===== config.mk =====
export PLATFORM = sky130hd
export DESIGN_NAME = psf2_unicode_table_parser
export DESIGN_NICKNAME = d
export VERILOG_FILES = /design/src/sv/ptp_pkg.sv /design/src/sv/ptp_fifo.sv /design/src/sv/ptp_front.sv /design/src/sv/ptp_back.sv /design/src/sv/psf2_unicode_table_parser.sv
export SDC_FILE = /design/constraint.sdc
export NUM_CORES = 1
export LEC_CHECK = 0
export BUFFER_PORTS_ARGS = -buffer_cell sky130_fd_sc_hd__buf_2
export CORE_ASPECT_RATIO = 1.4
export CORE_MARGIN = 5
export CORE_UTILIZATION = 50
export DETAILED_ROUTE_END_ITERATION = 8
export PLACE_DENSITY = 0.69
export SLEW_MARGIN = 20
export SYNTH_ARGS = -nofsm -noshare
export SYNTH_HDL_FRONTEND = slang
export SYNTH_SLANG_ARGS = --single-unit

===== constraint.sdc =====
create_clock -name clk_i -period 5.3 [get_ports clk_i]
set_input_delay 0.265 -clock clk_i [delete_from_list [all_inputs] [get_ports clk_i]]
set_output_delay 0.265 -clock clk_i [all_outputs]
set_load 0.01 [all_outputs]

===== src/sv/ptp_pkg.sv =====
`default_nettype none

package ptp_pkg;

  // Field widths of the result items.
  localparam int unsigned GLYPH_W = 16;
  localparam int unsigned CP_W    = 21;
  localparam int unsigned COUNT_W = 16;

  // Glyph total after reset.
  localparam logic [GLYPH_W-1:0] GLYPH_TOTAL_RST = 16'd256;

  // Result item kinds.
  localparam logic ITEM_PAIR    = 1'b0;
  localparam logic ITEM_SUMMARY = 1'b1;

  // Meaning of a byte when it stands in lead position.
  typedef enum logic [2:0] {
    BK_FILL,
    BK_ASCII,
    BK_LEAD2,
    BK_LEAD3,
    BK_LEAD4,
    BK_INVALID
  } byte_kind_e;

  // One classified byte on its way from the front to the back.
  typedef struct packed {
    byte_kind_e  kind;
    logic [6:0]  lead_bits;
    logic [5:0]  cont_bits;
    logic        last;
  } cmd_t;

  // One result item.
  typedef struct packed {
    logic               kind;
    logic [GLYPH_W-1:0] glyph;
    logic [CP_W-1:0]    code;
    logic [COUNT_W-1:0] count;
    logic               last;
  } result_t;

  // Up to two result writes in one cycle; the second only with the first.
  typedef struct packed {
    logic    push0;
    logic    push1;
    result_t data0;
    result_t data1;
  } res_wr_t;

endpackage

`default_nettype wire


===== src/sv/ptp_fifo.sv =====
`default_nettype none

module ptp_fifo #(
  parameter int unsigned WIDTH = 8,
  parameter int unsigned DEPTH = 4
) (
  input  wire logic                       clk_i,
  input  wire logic                       rst_ni,
  input  wire logic                       push0_i,
  input  wire logic                       push1_i,
  input  wire logic [WIDTH-1:0]           data0_i,
  input  wire logic [WIDTH-1:0]           data1_i,
  input  wire logic                       pop_i,
  output logic      [WIDTH-1:0]           rdata_o,
  output logic                            empty_o,
  output logic                            full_o,
  output logic      [$clog2(DEPTH+1)-1:0] free_o
);

  localparam int unsigned AW = (DEPTH > 1) ? $clog2(DEPTH) : 1;
  localparam int unsigned CW = $clog2(DEPTH+1);

  logic [WIDTH-1:0] mem_q [DEPTH];
  logic [AW-1:0]    wr_ptr_q, wr_ptr_d, rd_ptr_q, rd_ptr_d, wr_ptr_nxt;
  logic [CW-1:0]    count_q, count_d;

  function automatic logic [AW-1:0] ptr_inc(input logic [AW-1:0] p);
    ptr_inc = (p == AW'(DEPTH-1)) ? '0 : p + AW'(1);
  endfunction

  assign wr_ptr_nxt = ptr_inc(wr_ptr_q);

  // Pointer and fill count update; a second write goes to the slot after the first.
  always_comb begin
    wr_ptr_d = wr_ptr_q;
    if (push0_i && push1_i) begin
      wr_ptr_d = ptr_inc(wr_ptr_nxt);
    end else if (push0_i) begin
      wr_ptr_d = wr_ptr_nxt;
    end
    rd_ptr_d = pop_i ? ptr_inc(rd_ptr_q) : rd_ptr_q;
    count_d  = count_q + CW'(push0_i) + CW'(push0_i && push1_i) - CW'(pop_i);
  end

  always_ff @(posedge clk_i or negedge rst_ni) begin
    if (!rst_ni) begin
      wr_ptr_q <= '0;
      rd_ptr_q <= '0;
      count_q  <= '0;
    end else begin
      wr_ptr_q <= wr_ptr_d;
      rd_ptr_q <= rd_ptr_d;
      count_q  <= count_d;
    end
  end

  // Storage holds payload only.
  always_ff @(posedge clk_i) begin
    if (push0_i) begin
      mem_q[wr_ptr_q] <= data0_i;
    end
    if (push0_i && push1_i) begin
      mem_q[wr_ptr_nxt] <= data1_i;
    end
  end

  assign rdata_o = mem_q[rd_ptr_q];
  assign empty_o = (count_q == '0);
  assign full_o  = (count_q == CW'(DEPTH));
  assign free_o  = CW'(DEPTH) - count_q;

endmodule

`default_nettype wire


===== src/sv/ptp_front.sv =====
`default_nettype none

module ptp_front (
  input  wire logic        push_i,
  input  wire logic [7:0]  table_byte_i,
  input  wire logic        end_of_data_i,
  input  wire logic        q_full_i,
  output logic             full_o,
  output logic             cmd_push_o,
  output ptp_pkg::cmd_t    cmd_o
);

  import ptp_pkg::*;

  // Classify the byte as a lead byte; the back decides whether it is one.
  always_comb begin
    cmd_o.kind      = BK_INVALID;
    cmd_o.lead_bits = '0;
    cmd_o.cont_bits = table_byte_i[5:0];
    cmd_o.last      = end_of_data_i;
    priority if (table_byte_i == 8'hFF) begin
      cmd_o.kind = BK_FILL;
    end else if (!table_byte_i[7]) begin
      cmd_o.kind      = BK_ASCII;
      cmd_o.lead_bits = table_byte_i[6:0];
    end else if (table_byte_i[7:5] == 3'b110) begin
      cmd_o.kind      = BK_LEAD2;
      cmd_o.lead_bits = {2'b00, table_byte_i[4:0]};
    end else if (table_byte_i[7:4] == 4'b1110) begin
      cmd_o.kind      = BK_LEAD3;
      cmd_o.lead_bits = {3'b000, table_byte_i[3:0]};
    end else if (table_byte_i[7:3] == 5'b11110) begin
      cmd_o.kind      = BK_LEAD4;
      cmd_o.lead_bits = {4'b0000, table_byte_i[2:0]};
    end else begin
      cmd_o.kind = BK_INVALID;
    end
  end

  // A byte transfer happens when push is high and the command queue has room.
  assign full_o     = q_full_i;
  assign cmd_push_o = push_i && !q_full_i;

endmodule

`default_nettype wire


===== src/sv/ptp_back.sv =====
`default_nettype none

module ptp_back (
  input  wire logic                    clk_i,
  input  wire logic                    rst_ni,
  input  wire logic                    cfg_we_i,
  input  wire logic [15:0]             cfg_glyph_total_i,
  input  wire logic                    cmd_valid_i,
  input  wire ptp_pkg::cmd_t           cmd_i,
  input  wire logic                    res_room_i,
  output logic                         cmd_take_o,
  output ptp_pkg::res_wr_t             res_wr_o
);

  import ptp_pkg::*;

  logic [GLYPH_W-1:0] total_q;
  logic [1:0]         pend_q, pend_d;
  logic [CP_W-1:0]    part_q, part_d, code;
  logic [GLYPH_W-1:0] glyph_q, glyph_d;
  logic [COUNT_W-1:0] ent_q, ent_d;
  logic               halt_q, halt_d;
  logic               done;

  assign cmd_take_o = cmd_valid_i && res_room_i;

  // Decode one byte against the sequence state.
  always_comb begin
    pend_d  = pend_q;
    part_d  = part_q;
    glyph_d = glyph_q;
    ent_d   = ent_q;
    halt_d  = halt_q;
    done    = 1'b0;
    if (pend_q != 2'd0) begin
      part_d = {part_q[CP_W-7:0], cmd_i.cont_bits};
      pend_d = pend_q - 2'd1;
      done   = (pend_q == 2'd1);
    end else if (!halt_q) begin
      if ((glyph_q >= total_q) || (ent_q >= total_q)) begin
        halt_d = 1'b1;
      end else begin
        unique case (cmd_i.kind)
          BK_FILL:  glyph_d = glyph_q + GLYPH_W'(1);
          BK_ASCII: begin
            part_d = CP_W'(cmd_i.lead_bits);
            done   = 1'b1;
          end
          BK_LEAD2: begin
            part_d = CP_W'(cmd_i.lead_bits);
            pend_d = 2'd1;
          end
          BK_LEAD3: begin
            part_d = CP_W'(cmd_i.lead_bits);
            pend_d = 2'd2;
          end
          BK_LEAD4: begin
            part_d = CP_W'(cmd_i.lead_bits);
            pend_d = 2'd3;
          end
          default: ;
        endcase
      end
    end
    code = part_d;
    if (done) begin
      ent_d  = ent_q + COUNT_W'(1);
      part_d = '0;
    end
  end

  // Build the pair and summary items; when both are written, the pair comes first.
  result_t pair_item, sum_item;

  always_comb begin
    pair_item.kind  = ITEM_PAIR;
    pair_item.glyph = glyph_q;
    pair_item.code  = code;
    pair_item.count = ent_d;
    pair_item.last  = 1'b0;
    sum_item.kind   = ITEM_SUMMARY;
    sum_item.glyph  = glyph_d;
    sum_item.code   = '0;
    sum_item.count  = ent_d;
    sum_item.last   = 1'b1;

    res_wr_o.push0 = cmd_take_o && (done || cmd_i.last);
    res_wr_o.push1 = cmd_take_o && done && cmd_i.last;
    res_wr_o.data0 = done ? pair_item : sum_item;
    res_wr_o.data1 = sum_item;
  end

  // Sequence state; the last byte of a table clears it all.
  always_ff @(posedge clk_i or negedge rst_ni) begin
    if (!rst_ni) begin
      pend_q  <= '0;
      part_q  <= '0;
      glyph_q <= '0;
      ent_q   <= '0;
      halt_q  <= 1'b0;
    end else if (cmd_take_o) begin
      if (cmd_i.last) begin
        pend_q  <= '0;
        part_q  <= '0;
        glyph_q <= '0;
        ent_q   <= '0;
        halt_q  <= 1'b0;
      end else begin
        pend_q  <= pend_d;
        part_q  <= part_d;
        glyph_q <= glyph_d;
        ent_q   <= ent_d;
        halt_q  <= halt_d;
      end
    end
  end

  // Glyph total register.
  always_ff @(posedge clk_i or negedge rst_ni) begin
    if (!rst_ni) begin
      total_q <= GLYPH_TOTAL_RST;
    end else if (cfg_we_i) begin
      total_q <= cfg_glyph_total_i;
    end
  end

endmodule

`default_nettype wire


===== src/sv/psf2_unicode_table_parser.sv =====
// PSF2 unicode table parser.
//
// Bytes of a font's unicode table enter through a queue-like port: a byte
// transfer happens at a clock edge with push high and full low. Mark the
// final byte of a table with end_of_data_i. Results leave through a second
// queue-like port: the oldest result is shown while empty is low and is
// taken at an edge with pop high. Each decoded codepoint gives a pair item
// with its glyph index; the final byte adds a summary item with the count.
// The user must write the glyph total through cfg_we_i / cfg_glyph_total_i
// only while the block is idle; the block itself does not enforce this.
// Throughput is one byte per cycle while the result queue has at least
// two free slots. A result shows on the result ports once its byte has
// passed through the command queue and been decoded into the result
// queue. A final byte that completes a codepoint writes both of its
// results in the same cycle. Reset empties both queues, clears the
// decoder and sets the glyph total to 256. When the receiver stalls, the
// result queue fills, the decoder stops once fewer than two result slots
// are free, and full rises once the command queue is also filled.
`default_nettype none

module psf2_unicode_table_parser #(
  parameter int unsigned CMD_DEPTH = 4,
  parameter int unsigned RES_DEPTH = 4
) (
  input  wire logic        clk_i,
  input  wire logic        rst_ni,
  input  wire logic        cfg_we_i,
  input  wire logic [15:0] cfg_glyph_total_i,
  input  wire logic        push,
  output logic             full,
  input  wire logic [7:0]  table_byte_i,
  input  wire logic        end_of_data_i,
  output logic             empty,
  input  wire logic        pop,
  output logic             item_kind_o,
  output logic [15:0]      glyph_number_o,
  output logic [20:0]      code_point_o,
  output logic [15:0]      pair_count_o,
  output logic             last_result_o
);

  import ptp_pkg::*;

  localparam int unsigned RCW = $clog2(RES_DEPTH+1);
  localparam int unsigned CCW = $clog2(CMD_DEPTH+1);

  cmd_t           cmd_in, cmd_out;
  logic           cmd_push, cmd_full, cmd_empty, cmd_take;
  logic [CCW-1:0] cmd_free;
  res_wr_t        res_wr;
  result_t        res_out;
  logic           res_full;
  logic [RCW-1:0] res_free;
  logic           res_room;

  // Front end: classify each byte and queue it.
  ptp_front u_front (
    .push_i        (push),
    .table_byte_i  (table_byte_i),
    .end_of_data_i (end_of_data_i),
    .q_full_i      (cmd_full),
    .full_o        (full),
    .cmd_push_o    (cmd_push),
    .cmd_o         (cmd_in)
  );

  ptp_fifo #(
    .WIDTH ($bits(cmd_t)),
    .DEPTH (CMD_DEPTH)
  ) u_cmd_q (
    .clk_i   (clk_i),
    .rst_ni  (rst_ni),
    .push0_i (cmd_push),
    .push1_i (1'b0),
    .data0_i (cmd_in),
    .data1_i (cmd_in),
    .pop_i   (cmd_take),
    .rdata_o (cmd_out),
    .empty_o (cmd_empty),
    .full_o  (cmd_full),
    .free_o  (cmd_free)
  );

  // The decoder runs only when at least two result slots are free.
  assign res_room = (res_free >= RCW'(2)) && (cmd_free <= CCW'(CMD_DEPTH));

  ptp_back u_back (
    .clk_i             (clk_i),
    .rst_ni            (rst_ni),
    .cfg_we_i          (cfg_we_i),
    .cfg_glyph_total_i (cfg_glyph_total_i),
    .cmd_valid_i       (!cmd_empty),
    .cmd_i             (cmd_out),
    .res_room_i        (res_room),
    .cmd_take_o        (cmd_take),
    .res_wr_o          (res_wr)
  );

  ptp_fifo #(
    .WIDTH ($bits(result_t)),
    .DEPTH (RES_DEPTH)
  ) u_res_q (
    .clk_i   (clk_i),
    .rst_ni  (rst_ni),
    .push0_i (res_wr.push0),
    .push1_i (res_wr.push1),
    .data0_i (res_wr.data0),
    .data1_i (res_wr.data1),
    .pop_i   (pop && !empty),
    .rdata_o (res_out),
    .empty_o (empty),
    .full_o  (res_full),
    .free_o  (res_free)
  );

  // Result ports; a full result queue also shows up as no room to decode.
  assign item_kind_o    = res_out.kind;
  assign glyph_number_o = res_out.glyph;
  assign code_point_o   = res_out.code;
  assign pair_count_o   = res_out.count;
  assign last_result_o  = res_out.last && !(res_full && empty);

endmodule

`default_nettype wire


==> flow_summary.json, run 1 <==
{
  "drive_above_1_share": 0.190,
  "seq_area_frac_synth": 0.577,
  "die_w_um": 166,
  "critPathLaunchType": "register",
  "routed-via-count": 10900,
  "hold_viol": 0,
  "fmax_ghz": 0.253,
  "period_minus_slack_ns": 3.95,
  "ys_ff_latch": 370,
  "yosysWarnings": 0,
  "area_growth_pct": 12.0,
  "drt-initial-drc-count": 824,
  "reg2reg_setup_slack_ns": 1.35,
  "slew_violations": 0,
  "max-vdd-ir-drop_mv": 0.317,
  "fp.dieH_um": 228,
  "root_buffer": "clkbuf_16",
  "routed_wl_um": 38000,
  "setup_viol": 0,
  "worstPathMaxFanout": 29,
  "io_pins": 87,
  "routabilityCongestion": 0.868,
  "synth_commonest_cells": "196 x edfxtp_1, 158 x nor2_1, 106 x a22o_1",
  "wl_per_cell_um": 20.4,
  "grt_pass1_vias": 11100,
  "worst-slew-pin-transition_ns": 1.03,
  "cts_resized": 0,
  "clk_path_buf_depth": 3,
  "clock_latency_ns": 0.52,
  "endpoint_kind": "register",
  "grt_pass1_wl_um": 61900,
  "finalSetupTns_ns": 0,
  "avgSynthCellArea_sq_um": 13.0,
  "syn_inst": 1307,
  "yosys.area.top_type": "edfxtp_1",
  "ant_nets": 0,
  "dp_hpwl_um": 25300,
  "dp.cells": 1775,
  "hp-class": "input port to register",
  "nets": 1474,
  "grt_antenna_before_repair": 0,
  "io_buffers": 86,
  "floorplan.initialDensity": 0.502,
  "worstPathRequired_ns": 5.55,
  "via_per_inst": 5.85,
  "clock_sinks": 370,
  "diodes": 0,
  "leakagePower_nw": 7.27,
  "synth_top_area_share": 0.346,
  "coreArea_sq_um": 33800,
  "max-cap-violations": 0,
  "synth-edff-count": 196,
  "async_flop_share": 0.232,
  "instances_no_fill": 1862,
  "ctsHtreeMaxLevel": 2,
  "yosysMostFrequentCell": "edfxtp_1",
  "skew_ns": 0.0181,
  "synth.distinct_cells": 71,
  "gr-total-overflow": 0,
  "fin_crit_sh": 0.745,
  "path_class": "register to register",
  "rsz0062_at_grt": "false",
  "drc_errors": 0,
  "dieArea_sq_um": 37800,
  "fin_hold_ws_ns": 0.0324,
  "p_total_mw": 10.6,
  "cts_tree": "built",
  "first_pass_iters": 6,
  "path_clk_slew_ns": 0.06,
  "critPathArrivalTime_ns": 4.19,
  "cts-buffers-inserted": 36,
  "status": "finished, final reports clean",
  "ys_top_cells_by_area": "edfxtp_1 35%, dfrtp_1 13%, dfxtp_1 10%",
  "synthesis.nets": 1397,
  "power_density_nw_per_um2": 556,
  "placementRows": 80,
  "grt_max_degree": 76,
  "grt.total_usage": 0.201,
  "syn-cell-area_sq_um": 17000,
  "synth_top_flop_cell": "edfxtp_1",
  "relSlewSlack": 0.315
}
## report_power, final
group	leakage (nW)	total [mW]	internal (mW)	switching [mW]
Combinational	3.00	3.97	1.47	2.50
Sequential	3.70	4.11	3.73	0.378
Clock	0.570	2.51	1.44	1.06
Total	7.27	10.6	6.64	3.94
## worst max-delay path, stage by stage (launching register included)
cell and delay (ns):
dfrtp_1 0.44, inv_1 0.07, ha_1 0.28, nand2b_1 0.14, a2111oi_0 0.56, o32a_1 0.27, and4_4 0.26, and3_1 0.84
nand4_1 0.29, xor2_1 0.41, nor2_1 0.11
## layout make-up
cell class	instances	area, sq um
clock buffers	53	1060
flip-flops and latches	370	9810
clock inverters	12	90.1
repair buffers	128	821
well taps	451	564
multi-input cells	809	6550
inverters	39	146
fillers	2820	14800
## flip-flops by register name, indices dropped and copies added, names as in the netlist
signal and cells:
u_res_q.mem_q 216, u_cmd_q.mem_q 68, u_back.part_q 21, u_back.ent_q 16
u_back.glyph_q 16, u_back.total_q 16, u_cmd_q.count_q 3, u_res_q.count_q 3
u_back.pend_q 2, u_cmd_q.rd_ptr_q 2, u_cmd_q.wr_ptr_q 2, u_res_q.rd_ptr_q 2
u_res_q.wr_ptr_q 2, u_back.halt_q 1
## metrics by stage
step | area [sq um] | worst slack (ns) | util
after floorplan | 17000 | 1.52 | -
after global placement | 17700 | 1.47 | 0.522
after detailed placement | 17700 | 1.39 | 0.522
after CTS | 19000 | 1.37 | 0.562
after global routing | 19000 | 1.04 | 0.563
final | 19000 | 1.35 | 0.563
## metal layers
layer | up-vias | share of wire | GRT usage
met5 | - | 0 | 0
met1 | 5524 | 0.41 | 0.259
met2 | 257 | 0.52 | 0.356
met3 | 57 | 0.044 | 0.0312
li1 | 5053 | - | -
met4 | 0 | 0.021 | 0.0500
## worst paths after layout
path,to,depth (start not counted),from
setup / recovery,u_res_q.mem_q[2][47],10,u_back.glyph_q[0]
hold / removal,u_cmd_q.mem_q[2][4],1,table_byte_i[3]
setup reg to reg,u_res_q.mem_q[2][47],10,u_back.glyph_q[0]
hold reg to reg,u_res_q.mem_q[1][0],1,u_res_q.mem_q[1][0]
max in group asynchronous,u_res_q.rd_ptr_q[0],4,rst_ni
min in group asynchronous,u_back.glyph_q[10],2,rst_ni
## cell usage in the layout (no fill, tap or decap), drive strengths merged, types with 15 or more instances in the layout
cell	n
dlygate4sd3	21
o31ai	17
xor2	20
a21oi	38
dfrtp	85
nand4	15
buf	107
nand3	37
and3	18
nor2	159
nand2	68
edfxtp	196
mux4	71
a22o	106
inv	40
ha	57
dfxtp	88
clkbuf	53
o21ai	57
xnor2	15
## what timing repair did
| action | 4_1_cts | 5_1_grt |
|---|---|---|
| hold endpoints to repair | 43 | 0 |
| hold buffers | 21 | 0 |
| buffers inserted | 0 | 0 |
## logic make-up after synthesis
family | after synthesis | share of synthesized area
buffers and inverters | 128 | 0.0388
xor gates and xnor gates | 35 | 0.0189
adders and majority gates | 60 | 0.0455
and+or+nand+nor | 351 | 0.0975
DFF | 370 | 0.577
AOI/OAI and AO/OA | 278 | 0.120
muxes | 85 | 0.103
Power figures use the tool's default switching activity.
==> run 2: changes to the inputs <==
clock period = 3.77 ns   (was 5.3 ns; I/O delays follow)
==> flow_summary.json, run 2 (synthesis results as in run 1) <==
{
  "path_clk_slew_ns": 0.06,
  "nets": 1501,
  "cts-buffers-inserted": 36,
  "critPathMostFrequentCell": "xnor2_1",
  "cts_tree": "built",
  "grt.total_usage": 0.204,
  "critPathArrivalTime_ns": 4.06,
  "dp_hpwl_um": 24700,
  "gr-total-overflow": 0,
  "r2r_cells": 13,
  "slowest_stage": "dfstp_2",
  "drt-initial-drc-count": 1036,
  "fin_crit_sh": 0.955,
  "status": "finished, final reports clean",
  "largestRegisters": "u_res_q.mem_q: 216 flops, u_cmd_q.mem_q: 68 flops, u_back.part_q: 21 flops",
  "dieArea_sq_um": 37800,
  "path_class": "register to register",
  "whs_path_depth": 2,
  "power_density_nw_per_um2": 782,
  "setup_viol": 0,
  "io_pins": 87,
  "die_w_um": 166,
  "endpoint_kind": "register",
  "fmax_ghz": 0.278,
  "final_common_cell": "edfxtp_1",
  "grt_pass1_vias": 11400,
  "slowest_delay_ns": 0.52,
  "grt_pass1_wl_um": 62800,
  "via_per_inst": 5.83,
  "slew_violations": 0,
  "grt_max_degree": 72,
  "coreArea_sq_um": 33800,
  "hold_viol": 0,
  "worstPathRequired_ns": 4.22,
  "ant_nets": 0,
  "worst-slew-pin-transition_ns": 1.03,
  "first_pass_iters": 5,
  "routabilityCongestion": 0.873,
  "largest_register_ffs": 216,
  "clk_path_buf_depth": 3,
  "cp_cell_sequence": "inv_1, ha_1, nand4_1, or4_1, o32a_1, and4_4, a21o_4, o21ai_4, inv_2, fa_2, fa_1, xnor2_1, xnor2_1",
  "rsz0062_at_grt": "false",
  "max-vdd-ir-drop_mv": 0.448,
  "post-place-ws_ns": 0.152,
  "fp.dieH_um": 228,
  "grt_antenna_before_repair": 0,
  "routed-via-count": 11000,
  "diodes": 0,
  "finalSetupTns_ns": 0,
  "io_buffers": 86,
  "worstPathMaxFanout": 7,
  "leakagePower_nw": 7.40,
  "ctsHtreeMaxLevel": 2,
  "relSlewSlack": 0.313,
  "final_cell_mix": "196 x edfxtp_1, 157 x nor2_1, 106 x a22o_1",
  "regMostFlops": "u_res_q.mem_q",
  "placementRows": 80,
  "drive_above_1_share": 0.203,
  "clock_latency_ns": 0.53,
  "post-route-util": 0.570,
  "max-cap-violations": 0,
  "routed_wl_um": 38700,
  "post-route-worst-setup-slack_ns": 0.168,
  "clock_sinks": 370,
  "hp-class": "input port to register",
  "wl_per_cell_um": 20.5,
  "area_growth_pct": 13.4,
  "root_buffer": "clkbuf_16",
  "critPathLaunchType": "register",
  "floorplan.initialDensity": 0.502,
  "period_minus_slack_ns": 3.60,
  "drc_errors": 0,
  "skew_ns": 0.0208,
  "post_cts_buffers": 0,
  "p_total_mw": 15.1,
  "fin_hold_ws_ns": 0.103
}
## run 2: cell count changes in the layout (fill, tap and decap cells not counted)
cell / before / now
buf_12: 0 / 4
buf_4: 21 / 40
buf_6: 0 / 1
bufinv_16: 1 / 0
clkbuf_1: 10 / 7
clkbuf_2: 1 / 0
clkbuf_8: 3 / 2
clkinv_1: 4 / 8
clkinv_2: 5 / 7
dlygate4sd3_1: 21 / 24
fa_1: 3 / 2
fa_2: 0 / 1
inv_1: 39 / 40
## run 2: per-layer routing
layer | up-vias | GRT usage | routed length (um)
met2 | 307 | 0.354 | 20000
met5 | - | 0 | 0
met4 | 0 | 0.0629 | 1070
met1 | 5516 | 0.266 | 15700
li1 | 5116 | - | -
met3 | 76 | 0.0310 | 1970
## run 2: layout make-up
| class | count | area (sq um) |
|---|---|---|
| tap | 451 | 564 |
| clock inverter | 18 | 88.8 |
| fill | 2769 | 14600 |
| timing repair buffer | 155 | 1080 |
| multi-input combinational | 809 | 6550 |
| clock buffer | 48 | 1030 |
| sequential | 370 | 9810 |
| inverter | 39 | 146 |
## run 2: stage by stage
stage	std cells	area, sq um
3_5_place_dp	1799	17900
3_3_place_gp	1799	17900
2_1_floorplan	1307	17000
5_1_grt	1890	19300
6_report	1890	19300
4_1_cts	1889	19200
## run 2: worst max-delay path, delay by kind of cell, from the launching register on
family / cells / cell delay [ns]
flip-flops: 1 / 0.52
adder cells (fa/ha/maj): 3 / 1.11
XOR/XNOR: 2 / 0.31
AND/OR/NAND/NOR: 3 / 0.83
buffers and inverters: 2 / 0.17
AO/OA/AOI/OAI: 3 / 0.60
## run 2: final timing paths
check / slack [ns] / to / from
max reg2reg: 0.17 / u_res_q.count_q[2] / u_back.total_q[8]
min in group asynchronous: 0.14 / u_back.glyph_q[8] / rst_ni
min: 0.10 / u_cmd_q.mem_q[1][13] / table_byte_i[7]
min reg2reg: 0.47 / u_res_q.mem_q[3][23] / u_res_q.mem_q[3][23]
max: 0.17 / u_res_q.count_q[2] / u_back.total_q[8]
max in group asynchronous: 3.03 / u_back.total_q[8] / rst_ni
## run 2: power breakdown
part | internal (mW) | switching [mW] | total (mW)
combinational | 2.26 | 3.66 | 5.92
sequential | 5.24 | 0.483 | 5.72
clock | 1.92 | 1.50 | 3.43
total | 9.43 | 5.64 | 15.1
## run 2: what timing repair did
action / in CTS / in global routing
hold buffers: 24 / 0
resized for setup: 0 / 1
endpoints found under the hold margin: 110 / 0
setup endpoints to repair: 0 / 1
